--- config.mk ---
export PLATFORM = sky130hd
export DESIGN_NAME = integer_alu_div_rem_pow
export DESIGN_NICKNAME = d
export VERILOG_FILES = /design/src/hdl/ialu_pkg.sv /design/src/hdl/integer_alu_div_rem_pow.sv
export SDC_FILE = /design/constraint.sdc
export NUM_CORES = 1
export LEC_CHECK = 0
export ABC_AREA = 1
export BUFFER_PORTS_ARGS = -buffer_cell sky130_fd_sc_hd__buf_2
export CAP_MARGIN = 20
export CORE_MARGIN = 5
export CORE_UTILIZATION = 45
export DETAILED_ROUTE_END_ITERATION = 16
export PLACE_DENSITY = 0.64
export SYNTH_ARGS = -nofsm -noshare
export SYNTH_HDL_FRONTEND = slang
export SYNTH_SLANG_ARGS = --single-unit
--- constraint.sdc ---
create_clock -name clk -period 6.46 [get_ports clk]
set_input_delay 0.646 -clock clk [delete_from_list [all_inputs] [get_ports clk]]
set_output_delay 0.646 -clock clk [all_outputs]
set_load 0.005 [all_outputs]
--- src/hdl/ialu_pkg.sv ---
// ---------------------------------------------------------------------------
// ialu_pkg
// Opcode and status codes of the integer ALU with divide and power.
// ---------------------------------------------------------------------------
`timescale 1ns / 1ps

package ialu_pkg;

    // Operation codes carried in the opcode field.
    localparam logic [2:0] OP_ADD = 3'd0;
    localparam logic [2:0] OP_SUB = 3'd1;
    localparam logic [2:0] OP_MUL = 3'd2;
    localparam logic [2:0] OP_DIV = 3'd3;
    localparam logic [2:0] OP_POW = 3'd4;
    localparam logic [2:0] OP_REM = 3'd5;

    // Status codes reported with each result.
    localparam logic [1:0] ST_OK      = 2'd0;
    localparam logic [1:0] ST_DIVZERO = 2'd1;
    localparam logic [1:0] ST_POWSAT  = 2'd2;
    localparam logic [1:0] ST_BADOP   = 2'd3;

endpackage

--- src/hdl/integer_alu_div_rem_pow.sv ---
// Add, subtract, invalid opcodes, divide by zero and trivial powers go straight to the result;
// multiply runs the shift-add loop; divide and remainder run the restoring loop on magnitudes.
// Power runs the multiply loop once per exponent step, at most DATA_WIDTH steps. Divide,
// remainder and power end by applying the sign. One item is in flight at a time; a single
// shared adder serves every step. The next transfer is taken once the result has been taken.
// Reset (rst_n low, asynchronous) returns the sequencer to idle with no result pending.
// ---------------------------------------------------------------------------
// integer_alu_div_rem_pow
// Signed integer ALU: add, subtract, multiply, divide, remainder and power,
// built around one adder that a small sequencer reuses for every step.
// ---------------------------------------------------------------------------
`timescale 1ns / 1ps

module integer_alu_div_rem_pow #(
    parameter int DATA_WIDTH = 32
) (
    input  logic        clk,
    input  logic        rst_n,
    input  logic        in_valid,
    output logic        in_ready,
    input  logic [2:0]  opcode,
    input  logic [31:0] operand_a,
    input  logic [31:0] operand_b,
    output logic        out_valid,
    input  logic        out_ready,
    output logic [31:0] result,
    output logic [1:0]  status
);

    localparam int W  = DATA_WIDTH;
    localparam int CW = $clog2(DATA_WIDTH + 1);
    localparam logic [W-1:0] ONES = {W{1'b1}};

    typedef enum logic [2:0] {
        S_IDLE,
        S_ABSA,
        S_ABSB,
        S_MUL,
        S_DIV,
        S_PCHK,
        S_FIN,
        S_DONE
    } state_t;

    state_t          state_reg, state_next;
    logic [2:0]      op_reg, op_next;
    logic [W-1:0]    a_reg, a_next;
    logic [W-1:0]    b_reg, b_next;
    logic [W-1:0]    hi_reg, hi_next;
    logic [W-1:0]    lo_reg, lo_next;
    logic [CW-1:0]   cnt_reg, cnt_next;
    logic            neg_reg, neg_next;
    logic [W-1:0]    res_reg, res_next;
    logic [1:0]      status_reg, status_next;

    logic [W-1:0]    ain;
    logic [W-1:0]    bin;

    // Shared adder.
    logic [W:0]      add_x;
    logic [W:0]      add_y;
    logic            add_cin;
    logic [W+1:0]    add_sum;

    logic [W-1:0]    mul_lo;
    logic [W-1:0]    div_rem;
    logic [W-1:0]    div_quo;
    logic            pow_ovf;
    logic [W-1:0]    pow_sat;

    // Operands are sign-extended from 32 bits, then taken at the working width.
    // The result field carries the low 32 bits of the working value, zero-extended when narrower.
    generate
        if (W > 32) begin : g_wide
            assign ain    = {{(W-32){operand_a[31]}}, operand_a};
            assign bin    = {{(W-32){operand_b[31]}}, operand_b};
            assign result = res_reg[31:0];
        end else if (W == 32) begin : g_same
            assign ain    = operand_a;
            assign bin    = operand_b;
            assign result = res_reg[31:0];
        end else begin : g_narrow
            assign ain    = operand_a[W-1:0];
            assign bin    = operand_b[W-1:0];
            assign result = {{(32-W){1'b0}}, res_reg};
        end
    endgenerate

    assign add_sum = {1'b0, add_x} + {1'b0, add_y} + {{(W+1){1'b0}}, add_cin};

    // Step results of the shift-add multiplier and restoring divider.
    assign mul_lo  = {add_sum[0], lo_reg[W-1:1]};
    assign div_rem = add_sum[W+1] ? add_sum[W-1:0] : {hi_reg[W-2:0], lo_reg[W-1]};
    assign div_quo = {lo_reg[W-2:0], add_sum[W+1]};

    // Power overflow: the product exceeds the most positive value, or the
    // magnitude of the most negative value when the result is negative.
    assign pow_ovf = (|hi_reg) ||
                     (neg_reg ? (lo_reg[W-1] && (|lo_reg[W-2:0])) : lo_reg[W-1]);
    assign pow_sat = neg_reg ? {1'b1, {(W-1){1'b0}}} : {1'b0, {(W-1){1'b1}}};

    assign in_ready  = (state_reg == S_IDLE);
    assign out_valid = (state_reg == S_DONE);
    assign status    = status_reg;

    // Sequencer and datapath next-state logic.
    always_comb
    begin
        state_next  = state_reg;
        op_next     = op_reg;
        a_next      = a_reg;
        b_next      = b_reg;
        hi_next     = hi_reg;
        lo_next     = lo_reg;
        cnt_next    = cnt_reg;
        neg_next    = neg_reg;
        res_next    = res_reg;
        status_next = status_reg;
        add_x       = '0;
        add_y       = '0;
        add_cin     = 1'b0;

        unique case (state_reg)
            S_IDLE:
            begin
                if (in_valid)
                begin
                    op_next     = opcode;
                    a_next      = ain;
                    b_next      = bin;
                    hi_next     = '0;
                    cnt_next    = CW'(W);
                    status_next = ialu_pkg::ST_OK;
                    unique case (opcode) inside
                        ialu_pkg::OP_ADD:
                        begin
                            add_x      = {1'b0, ain};
                            add_y      = {1'b0, bin};
                            res_next   = add_sum[W-1:0];
                            state_next = S_DONE;
                        end
                        ialu_pkg::OP_SUB:
                        begin
                            add_x      = {1'b0, ain};
                            add_y      = {1'b0, ~bin};
                            add_cin    = 1'b1;
                            res_next   = add_sum[W-1:0];
                            state_next = S_DONE;
                        end
                        ialu_pkg::OP_MUL:
                        begin
                            lo_next    = bin;
                            state_next = S_MUL;
                        end
                        ialu_pkg::OP_DIV, ialu_pkg::OP_REM:
                        begin
                            if (opcode == ialu_pkg::OP_DIV)
                                neg_next = ain[W-1] ^ bin[W-1];
                            else
                                neg_next = ain[W-1];
                            if (bin == '0)
                            begin
                                res_next    = '0;
                                status_next = ialu_pkg::ST_DIVZERO;
                                state_next  = S_DONE;
                            end
                            else
                            begin
                                state_next = S_ABSA;
                            end
                        end
                        ialu_pkg::OP_POW:
                        begin
                            neg_next = ain[W-1] & bin[0];
                            lo_next  = W'(1);
                            if (bin == '0)
                            begin
                                res_next   = W'(1);
                                state_next = S_DONE;
                            end
                            else if (ain == ONES)
                            begin
                                // Base of minus one alternates with exponent parity.
                                res_next   = bin[0] ? ONES : W'(1);
                                state_next = S_DONE;
                            end
                            else if (ain == W'(1))
                            begin
                                res_next   = W'(1);
                                state_next = S_DONE;
                            end
                            else if (ain == '0)
                            begin
                                res_next = '0;
                                if (bin[W-1])
                                    status_next = ialu_pkg::ST_DIVZERO;
                                state_next = S_DONE;
                            end
                            else if (bin[W-1])
                            begin
                                // Negative exponent truncates to zero.
                                res_next   = '0;
                                state_next = S_DONE;
                            end
                            else
                            begin
                                state_next = S_ABSA;
                            end
                        end
                        default:
                        begin
                            res_next    = '0;
                            status_next = ialu_pkg::ST_BADOP;
                            state_next  = S_DONE;
                        end
                    endcase
                end
            end

            // Magnitude of the first operand (base or dividend).
            S_ABSA:
            begin
                add_x   = {1'b0, ~a_reg};
                add_cin = 1'b1;
                if (a_reg[W-1])
                    a_next = add_sum[W-1:0];
                if (op_reg == ialu_pkg::OP_POW)
                    state_next = S_MUL;
                else
                    state_next = S_ABSB;
            end

            // Magnitude of the divisor; the dividend loads into the low word.
            S_ABSB:
            begin
                add_x   = {1'b0, ~b_reg};
                add_cin = 1'b1;
                if (b_reg[W-1])
                    b_next = add_sum[W-1:0];
                hi_next    = '0;
                lo_next    = a_reg;
                cnt_next   = CW'(W);
                state_next = S_DIV;
            end

            // One shift-add multiply step per cycle.
            S_MUL:
            begin
                add_x    = {1'b0, hi_reg};
                add_y    = lo_reg[0] ? {1'b0, a_reg} : '0;
                hi_next  = add_sum[W:1];
                lo_next  = mul_lo;
                cnt_next = cnt_reg - CW'(1);
                if (cnt_reg == CW'(1))
                begin
                    if (op_reg == ialu_pkg::OP_MUL)
                    begin
                        res_next   = mul_lo;
                        state_next = S_DONE;
                    end
                    else
                    begin
                        state_next = S_PCHK;
                    end
                end
            end

            // One restoring divide step per cycle.
            S_DIV:
            begin
                add_x    = {hi_reg, lo_reg[W-1]};
                add_y    = ~{1'b0, b_reg};
                add_cin  = 1'b1;
                hi_next  = div_rem;
                lo_next  = div_quo;
                cnt_next = cnt_reg - CW'(1);
                if (cnt_reg == CW'(1))
                begin
                    if (op_reg == ialu_pkg::OP_REM)
                        lo_next = div_rem;
                    state_next = S_FIN;
                end
            end

            // Power: check the product, then count down the exponent.
            S_PCHK:
            begin
                add_x = {1'b0, b_reg};
                add_y = {1'b0, ONES};
                if (pow_ovf)
                begin
                    res_next    = pow_sat;
                    status_next = ialu_pkg::ST_POWSAT;
                    state_next  = S_DONE;
                end
                else if (b_reg == W'(1))
                begin
                    state_next = S_FIN;
                end
                else
                begin
                    b_next     = add_sum[W-1:0];
                    hi_next    = '0;
                    cnt_next   = CW'(W);
                    state_next = S_MUL;
                end
            end

            // Apply the result sign.
            S_FIN:
            begin
                add_x       = {1'b0, ~lo_reg};
                add_cin     = 1'b1;
                res_next    = neg_reg ? add_sum[W-1:0] : lo_reg;
                status_next = ialu_pkg::ST_OK;
                state_next  = S_DONE;
            end

            S_DONE:
            begin
                if (out_ready)
                    state_next = S_IDLE;
            end

            default:
            begin
                state_next = S_IDLE;
            end
        endcase
    end

    // State and registered outputs.
    always_ff @(posedge clk or negedge rst_n)
    begin
        if (!rst_n)
        begin
            state_reg  <= S_IDLE;
            op_reg     <= '0;
            a_reg      <= '0;
            b_reg      <= '0;
            hi_reg     <= '0;
            lo_reg     <= '0;
            cnt_reg    <= '0;
            neg_reg    <= 1'b0;
            res_reg    <= '0;
            status_reg <= ialu_pkg::ST_OK;
        end
        else
        begin
            state_reg  <= state_next;
            op_reg     <= op_next;
            a_reg      <= a_next;
            b_reg      <= b_next;
            hi_reg     <= hi_next;
            lo_reg     <= lo_next;
            cnt_reg    <= cnt_next;
            neg_reg    <= neg_next;
            res_reg    <= res_next;
            status_reg <= status_next;
        end
    end

endmodule

==> flow_metrics.env <==
export IMPL_ys_types=45
export IMPL_synth_edff_count=0
export IMPL_area_delta_synth_final_pct=9.61
export IMPL_syn_avg_cell_area_um2=6.08
export IMPL_routedWlPerCell_um=27.0
export IMPL_clk_insertion_delay_late_ns=0.48
export IMPL_place_ws_ns=1.40
export IMPL_finalMaxSlewViolations=0
export IMPL_endpoint_kind="register"
export IMPL_async_reset_ff_frac=1.00
export IMPL_nets=2766
export IMPL_design_area_um2=17500
export IMPL_drt_initial_drc_count=2708
export IMPL_cts_tree="done"
export IMPL_relSlewSlack=0.239
export IMPL_critical_path_class="reg2reg"
export IMPL_dr_total_vias=19878
export IMPL_syn_num_nets=2735
export IMPL_antenna_found_initial=2
export IMPL_reg2reg_to="result[8]"
export IMPL_place_congestion=1.07
export IMPL_cts_root_buffer="clkbuf_16"
export IMPL_rr_worst_depth=20
export IMPL_drtPass1Iterations=6
export IMPL_synthCells=2628
export IMPL_r2r_slack_ns=1.20
export IMPL_rows=69
export IMPL_required_ns=6.86
export IMPL_final_period_utilization=0.814
export IMPL_min_period_ns=5.26
export IMPL_synth_top_area_frac=0.274
export IMPL_wl_um=84600
export IMPL_status="complete, no violations"
export IMPL_r2r_start="state_reg[2]"
export IMPL_cts_hold_buf=0
export IMPL_path_clk_slew_ns=0.08
export IMPL_numCtsBuffers=17
export IMPL_crit_fanout=19
export IMPL_synth_top_cells_by_area="dfrtp_1 27%, nand2_1 21%, inv_1 8.9%, nand3_1 6.7%, a21oi_1 4.5%"
export IMPL_hold_viol_final=0
export IMPL_overflow=0
export IMPL_finalSetupViolations=0
export IMPL_drc=0
export IMPL_initial_utilization=0.452
export IMPL_grt_pass1_vias=18682
export IMPL_grt_use_total=0.421
export IMPL_post_cts_buffers=0
export IMPL_worst_slew_pin_slew_ns=1.14
export IMPL_ys_flop_type="dfrtp_1"
export IMPL_cts_resized_gates=0
export IMPL_io_buffer_count=106
export IMPL_placedInstanceArea_um2=16900
export IMPL_maxCapViolCount=0
export IMPL_htree_levels=4
export IMPL_layout_drive_gt1_share=0.0887
export IMPL_yosysTopAreaCell="dfrtp_1"
export IMPL_ys_seq_elements=175
export IMPL_via_per_inst=6.34
export IMPL_synthTopCellsByCount="876 x nand2_1, 377 x inv_1, 214 x nand3_1"
export IMPL_worst_ep_arrival_time_ns=5.65
export IMPL_syn_area_um2=16000
export IMPL_hold_class="in2async"
export IMPL_coreArea_um2=35300
export IMPL_grt_pass1_wl_um=122000
export IMPL_setup_slack_ns=1.20
export IMPL_yosysSeqAreaShare=0.274
export IMPL_die_y_um=198
export IMPL_max_freq_ghz=0.190
export IMPL_boundaryPins=107
export IMPL_clockBufferDepth=2
export IMPL_skew_ns=0.0148
export IMPL_startpoint_type="register"
export IMPL_hpwl_um=60700
export IMPL_setup_tns_ns=0
export IMPL_dieWidth_um=198
export IMPL_ys_warnings_count=0
export IMPL_cts_sinks=175
export IMPL_rsz0062_at_grt="no"
export IMPL_yosysMostFrequentCell="nand2_1"
export IMPL_fillers=3801
export IMPL_die_area_um2=39400
export IMPL_detail_route_antenna_nets=0
export IMPL_utilization=0.496
export IMPL_grt_start_max_net_pins=107
export IMPL_antenna_cells=0
==> worst max-delay path, cell delays in order (launching register included) <==
cell	delay (ns)
dfrtp_1	0.47
inv_2	0.21
nor2_2	0.07
inv_2	0.35
nor2_4	0.07
inv_2	0.25
buf_4	0.36
o22ai_1	0.12
nor3_1	0.18
o31ai_1	0.11
fa_1	0.49
fa_1	0.55
nand3_1	0.11
nand3_1	0.19
nand2_1	0.11
nand2_1	0.14
xor2_1	0.47
inv_1	0.15
o21ai_0	0.43
a21oi_1	0.14
o21ai_1	0.15
==> worst max-delay path by stage <==
stage          slack (ns)  cells after the start    endpoint         start
2_1_floorplan        2.49                     26  lo_reg[28]     opcode[0]
3_3_place_gp         1.38                     20   result[8]  state_reg[2]
3_5_place_dp         1.40                     20   result[8]  state_reg[2]
4_1_cts              1.39                     20   result[8]  state_reg[2]
5_1_grt              1.01                     24   lo_reg[6]  state_reg[2]
6_report             1.20                     20   result[8]  state_reg[2]
==> metrics by stage <==
| step | std cells | hold slack [ns] |
|---|---|---|
| 2_1_floorplan | 2628 | 0.350 |
| 3_3_place_gp | 3101 | 0.458 |
| 3_5_place_dp | 3101 | 0.460 |
| 4_1_cts | 3133 | 0.361 |
| 5_1_grt | 3133 | 0.376 |
| 6_report | 3133 | 0.297 |
==> per-layer routing <==
metal  part of all wire  GRT usage
met1               0.36      0.519
met2               0.43      0.651
met3               0.11     0.0791
met5            0.00032          0
met4              0.096      0.320
==> final cells by class <==
type / count / area [µm²] / share of cell area
clock inverter: 13 / 126 / 0.00722
clock buffer: 19 / 443 / 0.0253
tap: 461 / 577 / 0.0330
multi-input combinational: 1924 / 9600 / 0.548
inverter: 392 / 1470 / 0.0841
timing repair buffer: 149 / 912 / 0.0521
sequential: 175 / 4380 / 0.250
==> placed cells by master, fill, tap and decap left out, types with 14 or more instances in the layout <==
master	instances
o2111ai_1	30
nor3_1	30
o21ai_0	130
dfrtp_1	175
buf_4	39
a31oi_1	21
ha_1	34
o22ai_1	76
buf_2	105
a21oi_1	145
nor2_1	130
a22oi_1	14
nand2_1	874
a221oi_1	44
inv_2	15
clkbuf_16	17
nand3_1	213
inv_1	376
o211ai_1	18
nand4_1	38
o21ai_1	19
==> kinds of logic after synthesis <==
kind of cell | after synthesis | synth area share
and+or+nand+nor | 1327 | 0.343
AOI/OAI and AO/OA | 546 | 0.217
buffers and inverters | 529 | 0.128
DFF | 175 | 0.274
adders and majority gates | 36 | 0.0291
xor gates and xnor gates | 15 | 0.00823
Power is left out: the tool's default activity adds up to more than one toggle a clock period on the data nets, which glitch-free logic cannot reach.
